### src/hdl/file_block_table_engine_assert.svh
// Assertion macros shared by the file table engine.
`ifndef FILE_BLOCK_TABLE_ENGINE_ASSERT_SVH
`define FILE_BLOCK_TABLE_ENGINE_ASSERT_SVH

// Same-cycle implication, checked outside reset.
`define FBT_ASSERT_NOW(lbl, ante, cons) \
  lbl: assert property (@(posedge clk_i) disable iff (!rst_ni) (ante) |-> (cons)) \
    else $error("fbt check failed");

// Next-cycle implication, checked outside reset.
`define FBT_ASSERT_NEXT(lbl, ante, cons) \
  lbl: assert property (@(posedge clk_i) disable iff (!rst_ni) (ante) |=> (cons)) \
    else $error("fbt check failed");

`endif

### src/hdl/fbt_pkg.sv
// Types, constants and helpers of the file table engine.
`timescale 1ns / 1ps
`default_nettype none
package fbt_pkg;

  localparam int NUM_BLOCKS      = 128;
  localparam int NUM_ENTRIES     = 16;
  localparam int MAX_FILE_BLOCKS = 8;

  localparam int MODE_W   = 2;
  localparam int NAME_W   = 64;
  localparam int ARG_W    = 4;
  localparam int STATUS_W = 3;
  localparam int ADDR_W   = 7;
  localparam int SIZE_W   = 4;

  localparam int BLK_W      = $clog2(NUM_BLOCKS);
  localparam int ENT_W      = $clog2(NUM_ENTRIES);
  localparam int SLOT_W     = (MAX_FILE_BLOCKS > 1) ? $clog2(MAX_FILE_BLOCKS) : 1;
  localparam int PTR_AW     = ENT_W + SLOT_W;
  localparam int PTR_DEPTH  = NUM_ENTRIES * (2 ** SLOT_W);
  localparam int CNT_W      = $clog2(MAX_FILE_BLOCKS + 1);
  localparam int FREE_W     = $clog2(NUM_BLOCKS + 1);
  localparam int CHUNK      = 8;
  localparam int BIT_W      = $clog2(CHUNK);
  localparam int NUM_CHUNKS = NUM_BLOCKS / CHUNK;
  localparam int CHK_W      = (NUM_CHUNKS > 1) ? $clog2(NUM_CHUNKS) : 1;

  typedef enum logic [MODE_W-1:0] {
    MODE_CREATE = 2'd0,
    MODE_DELETE = 2'd1,
    MODE_MAP    = 2'd2,
    MODE_LIST   = 2'd3
  } mode_e;

  typedef enum logic [STATUS_W-1:0] {
    ST_OK        = 3'd0,
    ST_NO_SPACE  = 3'd1,
    ST_NO_ENTRY  = 3'd2,
    ST_NOT_FOUND = 3'd3,
    ST_BAD_INDEX = 3'd4,
    ST_TOO_LARGE = 3'd5,
    ST_NO_FILES  = 3'd6
  } status_e;

  typedef enum logic [3:0] {
    S_IDLE,
    S_PASS,
    S_DECIDE,
    S_ALLOC,
    S_FREE_RD,
    S_FREE_CLR,
    S_MAP_DATA,
    S_RESP,
    S_LIST_END
  } state_e;

  typedef struct packed {
    logic              used;
    logic [NAME_W-1:0] name_high;
    logic [NAME_W-1:0] name_low;
    logic [SIZE_W-1:0] size;
  } entry_t;

  // Position of the lowest clear bit of a bitmap chunk.
  function automatic logic [BIT_W-1:0] lowest_free(input logic [CHUNK-1:0] c);
    logic [BIT_W-1:0] r;
    r = '0;
    for (int i = CHUNK - 1; i >= 0; i--) begin
      if (!c[i]) r = BIT_W'(i);
    end
    return r;
  endfunction

endpackage
`default_nettype wire

### src/hdl/fbt_if.sv
// Valid/ready channel interfaces for requests and results.
`timescale 1ns / 1ps
`default_nettype none
interface fbt_in_if;
  logic                       valid;
  logic                       ready;
  logic [fbt_pkg::MODE_W-1:0] mode;
  logic [fbt_pkg::NAME_W-1:0] name_high;
  logic [fbt_pkg::NAME_W-1:0] name_low;
  logic [fbt_pkg::ARG_W-1:0]  size_or_index;
  modport source (output valid, mode, name_high, name_low, size_or_index, input ready);
  modport sink (input valid, mode, name_high, name_low, size_or_index, output ready);
endinterface

interface fbt_out_if;
  logic                         valid;
  logic                         ready;
  logic [fbt_pkg::STATUS_W-1:0] status;
  logic [fbt_pkg::ADDR_W-1:0]   block_address;
  logic [fbt_pkg::NAME_W-1:0]   file_name_high;
  logic [fbt_pkg::NAME_W-1:0]   file_name_low;
  logic [fbt_pkg::SIZE_W-1:0]   file_size;
  logic                         last;
  modport source (output valid, status, block_address, file_name_high, file_name_low,
                  file_size, last, input ready);
  modport sink (input valid, status, block_address, file_name_high, file_name_low,
                file_size, last, output ready);
endinterface
`default_nettype wire

### src/hdl/fbt_ram.sv
// Generic single-write, single-read RAM with registered read data.
`timescale 1ns / 1ps
`default_nettype none
module fbt_ram #(
  parameter int WIDTH = 8,
  parameter int DEPTH = 16
) (
  input  wire logic                     clk_i,
  input  wire logic                     we_i,
  input  wire logic [$clog2(DEPTH)-1:0] waddr_i,
  input  wire logic [WIDTH-1:0]         wdata_i,
  input  wire logic [$clog2(DEPTH)-1:0] raddr_i,
  output logic      [WIDTH-1:0]         rdata_o
);
  logic [WIDTH-1:0] mem_q [DEPTH];

  always_ff @(posedge clk_i) begin
    if (we_i) mem_q[waddr_i] <= wdata_i;
    rdata_o <= mem_q[raddr_i];
  end
endmodule
`default_nettype wire

### src/hdl/fbt_cell.sv
// One file table entry in the rotating chain of entries.
`timescale 1ns / 1ps
`default_nettype none
module fbt_cell (
  input  wire logic            clk_i,
  input  wire logic            rst_ni,
  input  wire logic            shift_i,
  input  wire fbt_pkg::entry_t entry_i,
  output fbt_pkg::entry_t      entry_o
);
  logic                                  used_q;
  logic [2*fbt_pkg::NAME_W+fbt_pkg::SIZE_W-1:0] data_q;

  always_ff @(posedge clk_i or negedge rst_ni) begin
    if (!rst_ni) begin
      used_q <= 1'b0;
    end else if (shift_i) begin
      used_q <= entry_i.used;
    end
  end

  always_ff @(posedge clk_i) begin
    if (shift_i) data_q <= {entry_i.name_high, entry_i.name_low, entry_i.size};
  end

  assign entry_o = {used_q, data_q};
endmodule
`default_nettype wire

### src/hdl/file_block_table_engine.sv
// File table engine: a chain of entry cells plus a block bitmap allocator.
// One item at a time. Every request except an early create rejection rotates the
// entry chain once, then decides and answers. Create then allocates one block a
// cycle while scanning 8-bit bitmap chunks, except in a cycle that steps past a
// full chunk. Delete reads each freed block from the pointer RAM, then clears its
// bitmap bit; list gives one result a cycle unless an older result cannot leave.
// Reset empties the table and frees every block but block zero, at once.
`timescale 1ns / 1ps
`default_nettype none
`include "file_block_table_engine_assert.svh"
module file_block_table_engine (
  input wire logic clk_i,
  input wire logic rst_ni,
  fbt_in_if.sink   in_i,
  fbt_out_if.source out_o
);
  localparam int NE = fbt_pkg::NUM_ENTRIES;

  fbt_pkg::state_e  state_q, state_d;
  fbt_pkg::mode_e   op_mode_q, op_mode_d;
  logic [fbt_pkg::NAME_W-1:0] op_nh_q, op_nh_d, op_nl_q, op_nl_d;
  logic [fbt_pkg::ARG_W-1:0]  op_arg_q, op_arg_d;

  logic [fbt_pkg::ENT_W-1:0]  k_q, k_d, slot_q, slot_d;
  logic                        found_q, found_d;
  logic [fbt_pkg::SIZE_W-1:0] fsize_q, fsize_d;
  logic [fbt_pkg::CNT_W-1:0]  j_q, j_d;
  logic [fbt_pkg::CHK_W-1:0]  chk_q, chk_d;
  logic [fbt_pkg::NUM_BLOCKS-1:0] bitmap_q, bitmap_d;
  logic [fbt_pkg::FREE_W-1:0] free_q, free_d;
  fbt_pkg::status_e           resp_st_q, resp_st_d;
  logic [fbt_pkg::ADDR_W-1:0] resp_addr_q, resp_addr_d;
  logic                        lst_valid_q, lst_valid_d;
  fbt_pkg::entry_t             lst_q, lst_d;

  logic                          out_valid_q, out_valid_d;
  fbt_pkg::status_e              out_st_q, out_st_d;
  logic [fbt_pkg::ADDR_W-1:0]   out_addr_q, out_addr_d;
  logic [fbt_pkg::NAME_W-1:0]   out_nh_q, out_nh_d, out_nl_q, out_nl_d;
  logic [fbt_pkg::SIZE_W-1:0]   out_size_q, out_size_d;
  logic                          out_last_q, out_last_d;

  fbt_pkg::entry_t chain [NE+1];
  fbt_pkg::entry_t head, tail;
  logic            shift;
  logic            out_free;
  logic            match;
  logic [fbt_pkg::CHUNK-1:0] chunk;
  logic [fbt_pkg::BIT_W-1:0] fbit;

  logic                        ram_we;
  logic [fbt_pkg::PTR_AW-1:0]  ram_waddr, ram_raddr;
  logic [fbt_pkg::BLK_W-1:0]   ram_wdata, ram_rdata;

  // Cell i takes from cell i+1; the last cell takes the possibly edited head.
  assign chain[NE] = tail;
  assign head      = chain[0];
  for (genvar g = 0; g < NE; g++) begin : g_cell
    fbt_cell u_cell (
      .clk_i   (clk_i),
      .rst_ni  (rst_ni),
      .shift_i (shift),
      .entry_i (chain[g+1]),
      .entry_o (chain[g])
    );
  end

  fbt_ram #(
    .WIDTH (fbt_pkg::BLK_W),
    .DEPTH (fbt_pkg::PTR_DEPTH)
  ) u_ptr_ram (
    .clk_i   (clk_i),
    .we_i    (ram_we),
    .waddr_i (ram_waddr),
    .wdata_i (ram_wdata),
    .raddr_i (ram_raddr),
    .rdata_o (ram_rdata)
  );

  assign out_free = !out_valid_q || out_o.ready;
  assign match    = head.used && (head.name_high == op_nh_q) && (head.name_low == op_nl_q);
  assign chunk    = bitmap_q[chk_q*fbt_pkg::CHUNK +: fbt_pkg::CHUNK];
  assign fbit     = fbt_pkg::lowest_free(chunk);

  assign in_i.ready = (state_q == fbt_pkg::S_IDLE);

  always_comb begin
    state_d     = state_q;
    op_mode_d   = op_mode_q;
    op_nh_d     = op_nh_q;
    op_nl_d     = op_nl_q;
    op_arg_d    = op_arg_q;
    k_d         = k_q;
    slot_d      = slot_q;
    found_d     = found_q;
    fsize_d     = fsize_q;
    j_d         = j_q;
    chk_d       = chk_q;
    bitmap_d    = bitmap_q;
    free_d      = free_q;
    resp_st_d   = resp_st_q;
    resp_addr_d = resp_addr_q;
    lst_valid_d = lst_valid_q;
    lst_d       = lst_q;
    out_valid_d = out_valid_q && !out_o.ready;
    out_st_d    = out_st_q;
    out_addr_d  = out_addr_q;
    out_nh_d    = out_nh_q;
    out_nl_d    = out_nl_q;
    out_size_d  = out_size_q;
    out_last_d  = out_last_q;
    shift       = 1'b0;
    tail        = head;
    ram_we      = 1'b0;
    ram_waddr   = {slot_q, j_q[fbt_pkg::SLOT_W-1:0]};
    ram_wdata   = fbt_pkg::BLK_W'({chk_q, fbit});
    ram_raddr   = {slot_q, j_q[fbt_pkg::SLOT_W-1:0]};

    unique case (state_q)
      fbt_pkg::S_IDLE: begin
        if (in_i.valid) begin
          op_mode_d   = fbt_pkg::mode_e'(in_i.mode);
          op_nh_d     = in_i.name_high;
          op_nl_d     = in_i.name_low;
          op_arg_d    = in_i.size_or_index;
          k_d         = '0;
          found_d     = 1'b0;
          lst_valid_d = 1'b0;
          resp_addr_d = '0;
          state_d     = fbt_pkg::S_PASS;
          if (fbt_pkg::mode_e'(in_i.mode) == fbt_pkg::MODE_CREATE) begin
            if (int'(in_i.size_or_index) > fbt_pkg::MAX_FILE_BLOCKS) begin
              resp_st_d = fbt_pkg::ST_TOO_LARGE;
              state_d   = fbt_pkg::S_RESP;
            end else if (int'(in_i.size_or_index) > int'(free_q)) begin
              resp_st_d = fbt_pkg::ST_NO_SPACE;
              state_d   = fbt_pkg::S_RESP;
            end
          end
        end
      end
      fbt_pkg::S_PASS: begin
        // A list stalls the chain while an older result cannot leave.
        if (!(op_mode_q == fbt_pkg::MODE_LIST && head.used && lst_valid_q && !out_free)) begin
          shift = 1'b1;
          case (op_mode_q) inside
            fbt_pkg::MODE_CREATE: begin
              if (!found_q && !head.used) begin
                tail    = {1'b1, op_nh_q, op_nl_q, op_arg_q};
                found_d = 1'b1;
                slot_d  = k_q;
              end
            end
            fbt_pkg::MODE_DELETE, fbt_pkg::MODE_MAP: begin
              if (!found_q && match) begin
                found_d = 1'b1;
                slot_d  = k_q;
                fsize_d = head.size;
                if (op_mode_q == fbt_pkg::MODE_DELETE) tail.used = 1'b0;
              end
            end
            default: begin
              if (head.used) begin
                if (lst_valid_q) begin
                  out_valid_d = 1'b1;
                  out_st_d    = fbt_pkg::ST_OK;
                  out_addr_d  = '0;
                  out_nh_d    = lst_q.name_high;
                  out_nl_d    = lst_q.name_low;
                  out_size_d  = lst_q.size;
                  out_last_d  = 1'b0;
                end
                lst_d       = head;
                lst_valid_d = 1'b1;
              end
            end
          endcase
          if (k_q == fbt_pkg::ENT_W'(NE - 1)) begin
            k_d     = '0;
            state_d = (op_mode_q == fbt_pkg::MODE_LIST) ? fbt_pkg::S_LIST_END
                                                        : fbt_pkg::S_DECIDE;
          end else begin
            k_d = k_q + 1'b1;
          end
        end
      end
      fbt_pkg::S_DECIDE: begin
        j_d   = '0;
        chk_d = '0;
        if (!found_q) begin
          resp_st_d = (op_mode_q == fbt_pkg::MODE_CREATE) ? fbt_pkg::ST_NO_ENTRY
                                                          : fbt_pkg::ST_NOT_FOUND;
          state_d   = fbt_pkg::S_RESP;
        end else if (op_mode_q == fbt_pkg::MODE_CREATE) begin
          fsize_d = op_arg_q;
          state_d = fbt_pkg::S_ALLOC;
        end else if (op_mode_q == fbt_pkg::MODE_DELETE) begin
          state_d = fbt_pkg::S_FREE_RD;
        end else if (op_arg_q >= fsize_q || int'(op_arg_q) >= fbt_pkg::MAX_FILE_BLOCKS) begin
          resp_st_d = fbt_pkg::ST_BAD_INDEX;
          state_d   = fbt_pkg::S_RESP;
        end else begin
          ram_raddr = {slot_q, op_arg_q[fbt_pkg::SLOT_W-1:0]};
          state_d   = fbt_pkg::S_MAP_DATA;
        end
      end
      fbt_pkg::S_ALLOC: begin
        if (int'(j_q) >= int'(fsize_q)) begin
          resp_st_d = fbt_pkg::ST_OK;
          state_d   = fbt_pkg::S_RESP;
        end else if (&chunk) begin
          chk_d = chk_q + 1'b1;
        end else begin
          ram_we                              = 1'b1;
          bitmap_d[{chk_q, fbit}]             = 1'b1;
          free_d                              = free_q - 1'b1;
          j_d                                 = j_q + 1'b1;
        end
      end
      fbt_pkg::S_FREE_RD: begin
        if (int'(j_q) >= int'(fsize_q)) begin
          resp_st_d = fbt_pkg::ST_OK;
          state_d   = fbt_pkg::S_RESP;
        end else begin
          state_d = fbt_pkg::S_FREE_CLR;
        end
      end
      fbt_pkg::S_FREE_CLR: begin
        bitmap_d[ram_rdata] = 1'b0;
        free_d              = free_q + 1'b1;
        j_d                 = j_q + 1'b1;
        state_d             = fbt_pkg::S_FREE_RD;
      end
      fbt_pkg::S_MAP_DATA: begin
        resp_st_d   = fbt_pkg::ST_OK;
        resp_addr_d = fbt_pkg::ADDR_W'(ram_rdata);
        state_d     = fbt_pkg::S_RESP;
      end
      fbt_pkg::S_RESP: begin
        if (out_free) begin
          out_valid_d = 1'b1;
          out_st_d    = resp_st_q;
          out_addr_d  = resp_addr_q;
          out_nh_d    = '0;
          out_nl_d    = '0;
          out_size_d  = '0;
          out_last_d  = 1'b1;
          state_d     = fbt_pkg::S_IDLE;
        end
      end
      fbt_pkg::S_LIST_END: begin
        if (out_free) begin
          out_valid_d = 1'b1;
          out_addr_d  = '0;
          out_last_d  = 1'b1;
          if (lst_valid_q) begin
            out_st_d   = fbt_pkg::ST_OK;
            out_nh_d   = lst_q.name_high;
            out_nl_d   = lst_q.name_low;
            out_size_d = lst_q.size;
          end else begin
            out_st_d   = fbt_pkg::ST_NO_FILES;
            out_nh_d   = '0;
            out_nl_d   = '0;
            out_size_d = '0;
          end
          lst_valid_d = 1'b0;
          state_d     = fbt_pkg::S_IDLE;
        end
      end
      default: state_d = fbt_pkg::S_IDLE;
    endcase
  end

  always_ff @(posedge clk_i or negedge rst_ni) begin
    if (!rst_ni) begin
      state_q     <= fbt_pkg::S_IDLE;
      k_q         <= '0;
      found_q     <= 1'b0;
      j_q         <= '0;
      chk_q       <= '0;
      bitmap_q    <= fbt_pkg::NUM_BLOCKS'(1);
      free_q      <= fbt_pkg::FREE_W'(fbt_pkg::NUM_BLOCKS - 1);
      lst_valid_q <= 1'b0;
      out_valid_q <= 1'b0;
    end else begin
      state_q     <= state_d;
      k_q         <= k_d;
      found_q     <= found_d;
      j_q         <= j_d;
      chk_q       <= chk_d;
      bitmap_q    <= bitmap_d;
      free_q      <= free_d;
      lst_valid_q <= lst_valid_d;
      out_valid_q <= out_valid_d;
    end
  end

  always_ff @(posedge clk_i) begin
    op_mode_q   <= op_mode_d;
    op_nh_q     <= op_nh_d;
    op_nl_q     <= op_nl_d;
    op_arg_q    <= op_arg_d;
    slot_q      <= slot_d;
    fsize_q     <= fsize_d;
    resp_st_q   <= resp_st_d;
    resp_addr_q <= resp_addr_d;
    lst_q       <= lst_d;
    out_st_q    <= out_st_d;
    out_addr_q  <= out_addr_d;
    out_nh_q    <= out_nh_d;
    out_nl_q    <= out_nl_d;
    out_size_q  <= out_size_d;
    out_last_q  <= out_last_d;
  end

  assign out_o.valid          = out_valid_q;
  assign out_o.status         = out_st_q;
  assign out_o.block_address  = out_addr_q;
  assign out_o.file_name_high = out_nh_q;
  assign out_o.file_name_low  = out_nl_q;
  assign out_o.file_size      = out_size_q;
  assign out_o.last           = out_last_q;

  `FBT_ASSERT_NOW(a_free_count, 1'b1, int'(free_q) == fbt_pkg::NUM_BLOCKS - $countones(bitmap_q))
  `FBT_ASSERT_NOW(a_block0_reserved, 1'b1, bitmap_q[0])
  `FBT_ASSERT_NEXT(a_resp_done, state_q == fbt_pkg::S_RESP && out_free, state_q == fbt_pkg::S_IDLE && out_valid_q)
endmodule
`default_nettype wire
### src/flat_wrapper.sv
// flat-port wrapper written by rule: the top's interface ports become plain ports
module file_block_table_engine_flat 
  (clk_i, rst_ni, in_i_valid, in_i_mode, in_i_name_high, in_i_name_low, in_i_size_or_index, in_i_ready, out_o_valid, out_o_status, out_o_block_address, out_o_file_name_high, out_o_file_name_low, out_o_file_size, out_o_last, out_o_ready);
  fbt_in_if in_i_i ();
  fbt_out_if out_o_i ();
  input wire logic clk_i;
  input wire logic rst_ni;
  input wire logic [$bits(in_i_i.valid)-1:0] in_i_valid;
  input wire logic [$bits(in_i_i.mode)-1:0] in_i_mode;
  input wire logic [$bits(in_i_i.name_high)-1:0] in_i_name_high;
  input wire logic [$bits(in_i_i.name_low)-1:0] in_i_name_low;
  input wire logic [$bits(in_i_i.size_or_index)-1:0] in_i_size_or_index;
  output wire logic [$bits(in_i_i.ready)-1:0] in_i_ready;
  output wire logic [$bits(out_o_i.valid)-1:0] out_o_valid;
  output wire logic [$bits(out_o_i.status)-1:0] out_o_status;
  output wire logic [$bits(out_o_i.block_address)-1:0] out_o_block_address;
  output wire logic [$bits(out_o_i.file_name_high)-1:0] out_o_file_name_high;
  output wire logic [$bits(out_o_i.file_name_low)-1:0] out_o_file_name_low;
  output wire logic [$bits(out_o_i.file_size)-1:0] out_o_file_size;
  output wire logic [$bits(out_o_i.last)-1:0] out_o_last;
  input wire logic [$bits(out_o_i.ready)-1:0] out_o_ready;
  assign in_i_i.valid = in_i_valid;
  assign in_i_i.mode = in_i_mode;
  assign in_i_i.name_high = in_i_name_high;
  assign in_i_i.name_low = in_i_name_low;
  assign in_i_i.size_or_index = in_i_size_or_index;
  assign in_i_ready = in_i_i.ready;
  assign out_o_valid = out_o_i.valid;
  assign out_o_status = out_o_i.status;
  assign out_o_block_address = out_o_i.block_address;
  assign out_o_file_name_high = out_o_i.file_name_high;
  assign out_o_file_name_low = out_o_i.file_name_low;
  assign out_o_file_size = out_o_i.file_size;
  assign out_o_last = out_o_i.last;
  assign out_o_i.ready = out_o_ready;
  file_block_table_engine u_core (.clk_i(clk_i), .rst_ni(rst_ni), .in_i(in_i_i), .out_o(out_o_i));
endmodule
### config.mk
export PLATFORM = sky130hd
export DESIGN_NAME = file_block_table_engine_flat
export DESIGN_NICKNAME = d
export VERILOG_FILES = /design/src/hdl/fbt_pkg.sv /design/src/hdl/fbt_if.sv /design/src/hdl/fbt_ram.sv /design/src/hdl/fbt_cell.sv /design/src/hdl/file_block_table_engine.sv /design/src/flat_wrapper.sv
export VERILOG_INCLUDE_DIRS = /design/src /design/src/hdl
export SDC_FILE = /design/constraint.sdc
export NUM_CORES = 2
export LEC_CHECK = 0
export BUFFER_PORTS_ARGS = -buffer_cell sky130_fd_sc_hd__buf_2
export CORE_UTILIZATION = 45
export DETAILED_ROUTE_END_ITERATION = 8
export PLACE_DENSITY_LB_ADDON = 0.1
export SYNTH_ARGS = -nofsm -noshare
export SYNTH_HDL_FRONTEND = slang
export SYNTH_SLANG_ARGS = --single-unit
### constraint.sdc
create_clock -name clk_i -period 183.5 [get_ports clk_i]
set_clock_uncertainty 0.2 [all_clocks]
set_input_delay 18.35 -clock clk_i [delete_from_list [all_inputs] [get_ports clk_i]]
set_output_delay 18.35 -clock clk_i [all_outputs]
set_load 0.01 [all_outputs]
==> reports/metrics.yaml <==
status: "finished, final reports clean"
grt_usage_pct: 19.1
cts_resized: 0
drive_gt1_share_pct: 14.9
core_um2: 275000
drc: 0
initial_utilization_pct: 45.4
synth.avg_cell_area_um2: 19.2
cts_buffers: 370
synth-compound-area-share_pct: 3.21
cp.arrival_ps: 23710
synth.distinct_cells: 67
ys_ff_latch: 3613
fin_setup_tns_ps: 0
yosys_warnings: 0
hold_violations: 0
synth_xor_area_share_pct: 0.604
reg2regPathDepth: 14
fp.dieW_um: 528
critical_path_class: "input pin to flop"
power_switching_uw: 630
power_density_nw_per_um2: 16.3
dpl.hpwl_mm: 162
synth-edff-count: 3435
yosysSeqAreaShare_pct: 86.3
numClockSinks: 3613
dr_total_vias: 58900
max-slew-margin-rel_pct: 19.2
end_kind: "flop"
htree_num_levels: 5
fin_area_um2: 143000
clkPwrFrac_pct: 32.1
combPwrFrac_pct: 14.3
gp_congestion: 0.889
dr.pass1.iters: 6
design.die.area_um2: 279000
grt_max_degree: 199
synth_nets: 6663
ant_nets: 0
antenna_found_initial: 36
cts_root_buffer: "clkbuf_16"
ir_drop_v: 0.0000166
nets: 7200
clk_pin_slew_worst_paths_ps: 60
portBuffers: 282
cap_violations: 0
power.share.switching_pct: 27.1
critPathRequiredTime_ps: 183810
min_period_over_period_pct: 12.7
cts_tree: "done"
leakage_nw: 48.0
worstMarginPinSlew_ps: 1200
synth.cell_area_um2: 125000
synthMuxAreaShare_pct: 3.40
maxSlewViolCount: 0
setup_viol: 0
core.rowCount: 192
wl_per_cell_um: 24.6
die_h_um: 528
cts_setup_buffers: 0
p_int_mw: 1.70
fmax_mhz: 42.7
synth-simple-area-share_pct: 5.24
cts_hold_buf: 0
clk_path_buf_depth: 4
ys_async_sr_fraction_pct: 4.73
placed_area_um2: 131000
cp_max_fo: 191
io_pins: 283
seq_power_share_pct: 53.5
synthAdderAreaFrac_pct: 0.297
post-route-min-period_ps: 23400
grt_pass1_wl_mm: 392
clock_latency_ps: 910
area_growth_pct: 14.6
viasPerCell: 5.34
rsz0062_at_grt: "false"
synth_top_family_by_area: "simple AND/OR/NAND/NOR gates"
drtIter0Drc: 6397
synth_cells: 6496
worstSetupStartpointType: "input pin"
yosys_most_used_dff: "edfxtp_1"
first_global_vias: 57000
hp-class: "flop to flop"
grt_overflow: 0
fill_cells: 21900
whs_path_depth: 0
drt-total-wl_mm: 271
==> cell type report <==
cell class	count	area, um^2	area share, %
inverters	79	313	0.219
diodes	6	15.0	0.0105
repair buffers	375	2220	1.55
multi-input cells	2594	16000	11.2
flip-flops and latches	3613	108000	75.3
clock inverters	214	2330	1.63
clock buffers	455	9770	6.84
well taps	3686	4610	3.23
==> cell families after synthesis <==
logic type	count (synthesis)
flops	3613
mux	360
simple gates	1431
fa+ha+maj	29
xor+xnor	86
buf+inv	289
compound gates	688
==> worst max-delay path, cell delays in order <==
cell	delay [ps]
buf_2	160
nand2b_1	250
or2_2	170
nand2_1	50
buf_4	230
inv_8	530
buf_12	690
buf_4	930
buf_12	700
buf_4	930
==> Yosys cell counts, types with 7 or more instances <==
| library cell | instances | area share, % |
|---|---|---|
| a22o_1 | 9 | 0.063 |
| o22ai_1 | 105 | 0.53 |
| mux2i_1 | 212 | 1.7 |
| buf_4 | 8 | 0.048 |
| o2bb2ai_1 | 10 | 0.070 |
| and3_1 | 23 | 0.12 |
| o21ai_0 | 343 | 1.4 |
| nand2_1 | 678 | 2.0 |
| nand4_1 | 30 | 0.15 |
| a221oi_1 | 15 | 0.11 |
| dfxtp_1 | 7 | 0.11 |
| ha_1 | 28 | 0.28 |
| clkbuf_1 | 139 | 0.42 |
| nand3_1 | 241 | 0.97 |
| edfxtp_1 | 3435 | 83 |
| and2_1 | 162 | 0.81 |
| a22oi_1 | 8 | 0.048 |
| a32oi_1 | 8 | 0.056 |
| mux4_2 | 40 | 0.72 |
| mux2_2 | 108 | 0.98 |
| buf_2 | 46 | 0.18 |
| inv_1 | 77 | 0.23 |
| xor2_1 | 49 | 0.34 |
| a211oi_1 | 10 | 0.060 |
| dfrtp_1 | 163 | 3.3 |
| a21oi_1 | 98 | 0.39 |
| xnor2_1 | 37 | 0.26 |
| nor4_1 | 49 | 0.25 |
| nor2b_1 | 23 | 0.12 |
| nor3_1 | 14 | 0.056 |
| a31oi_1 | 32 | 0.16 |
| dfstp_2 | 8 | 0.17 |
| nand2b_1 | 16 | 0.080 |
| buf_1 | 17 | 0.051 |
| nor2_1 | 175 | 0.53 |
==> final timing paths <==
path | startpoint | end | slack, ps
max | out_o_ready | u_core.g_cell[2].u_cell.data_q[42]$_DFFE_PP_ | 160100
min | u_core.g_cell[6].u_cell.data_q[21]$_DFFE_PP_ | u_core.g_cell[5].u_cell.data_q[21]$_DFFE_PP_ | 200
max reg2reg | u_core.op_arg_q[2]$_DFFE_PP_ | u_core.u_ptr_ram.rdata_o[5]$_DFF_P_ | 176610
min reg2reg | u_core.g_cell[6].u_cell.data_q[21]$_DFFE_PP_ | u_core.g_cell[5].u_cell.data_q[21]$_DFFE_PP_ | 200
max in group asynchronous | rst_ni | u_core.bitmap_q[98]$_DFFE_PN0P_ | 164240
min in group asynchronous | rst_ni | u_core.bitmap_q[94]$_DFFE_PN0P_ | 17320
==> power by group through the flow <==
stage	sequential [mW]	combinational (mW)	clock, mW
3_5_place_dp	1.26	0.338	0
5_1_grt	1.26	0.362	0.798
6_report	1.25	0.334	0.748
4_1_cts	1.25	0.339	0.768
2_1_floorplan	1.74	0.201	0
3_3_place_gp	1.26	0.331	0
==> flip-flops by register name, indices dropped and copies added (netlist names), 7 cells and up <==
register,flops
u_core.bitmap_q,128
u_core.free_q,8
u_core.g_cell.u_cell.data_q,2112
u_core.g_cell.u_cell.used_q,16
u_core.lst_q,132
u_core.op_nh_q,64
u_core.op_nl_q,64
u_core.out_o.block_address,7
u_core.out_o.file_name_high,64
u_core.out_o.file_name_low,64
u_core.resp_addr_q,7
u_core.u_ptr_ram.mem_q,896
u_core.u_ptr_ram.rdata_o,7
==> through the flow <==
stage | hold WS (ps) | power [mW] | instances | utilization (%) | setup slack (ps)
4_1_cts | 198 | 2.36 | 11000 | 52.0 | 160260
3_3_place_gp | 200 | 1.59 | 10300 | 47.6 | 159410
2_1_floorplan | 200 | 1.94 | 6496 | - | 104240
6_report | 200 | 2.33 | 11000 | 52.0 | 160100
3_5_place_dp | 205 | 1.60 | 10300 | 47.6 | 159200
5_1_grt | 204 | 2.42 | 11000 | 52.0 | 159740
==> layout by cell type (no fill, tap or decap), types with 10 or more instances in the layout <==
master,instances
a211oi_1,10
a21oi_1,97
a221oi_1,15
a31oi_1,32
and2_1,161
and3_1,22
buf_2,281
buf_4,85
bufinv_16,42
clkbuf_1,71
clkbuf_16,375
clkinv_1,70
clkinv_2,63
clkinvlp_4,13
dfrtp_1,159
edfxtp_1,3435
ha_1,28
inv_1,76
mux2_2,107
mux2i_1,209
mux4_2,40
nand2_1,677
nand2b_1,16
nand3_1,237
nand4_1,30
nor2_1,173
nor2b_1,22
nor3_1,14
nor4_1,46
o21ai_0,343
o22ai_1,105
o2bb2ai_1,10
xnor2_1,37
xor2_1,49
==> routing by layer <==
metal	vias up	share of wire [%]	GRT usage [%]	routed length [um]
met1	30300	46	28.9	125000
met3	463	6.3	3.25	17200
met5	-	0.0048	0	13
met4	2	2.7	5.58	7240
met2	1993	45	28.6	121000
li1	26200	-	-	-
Note: power is estimated with default switching activity, not from simulation.
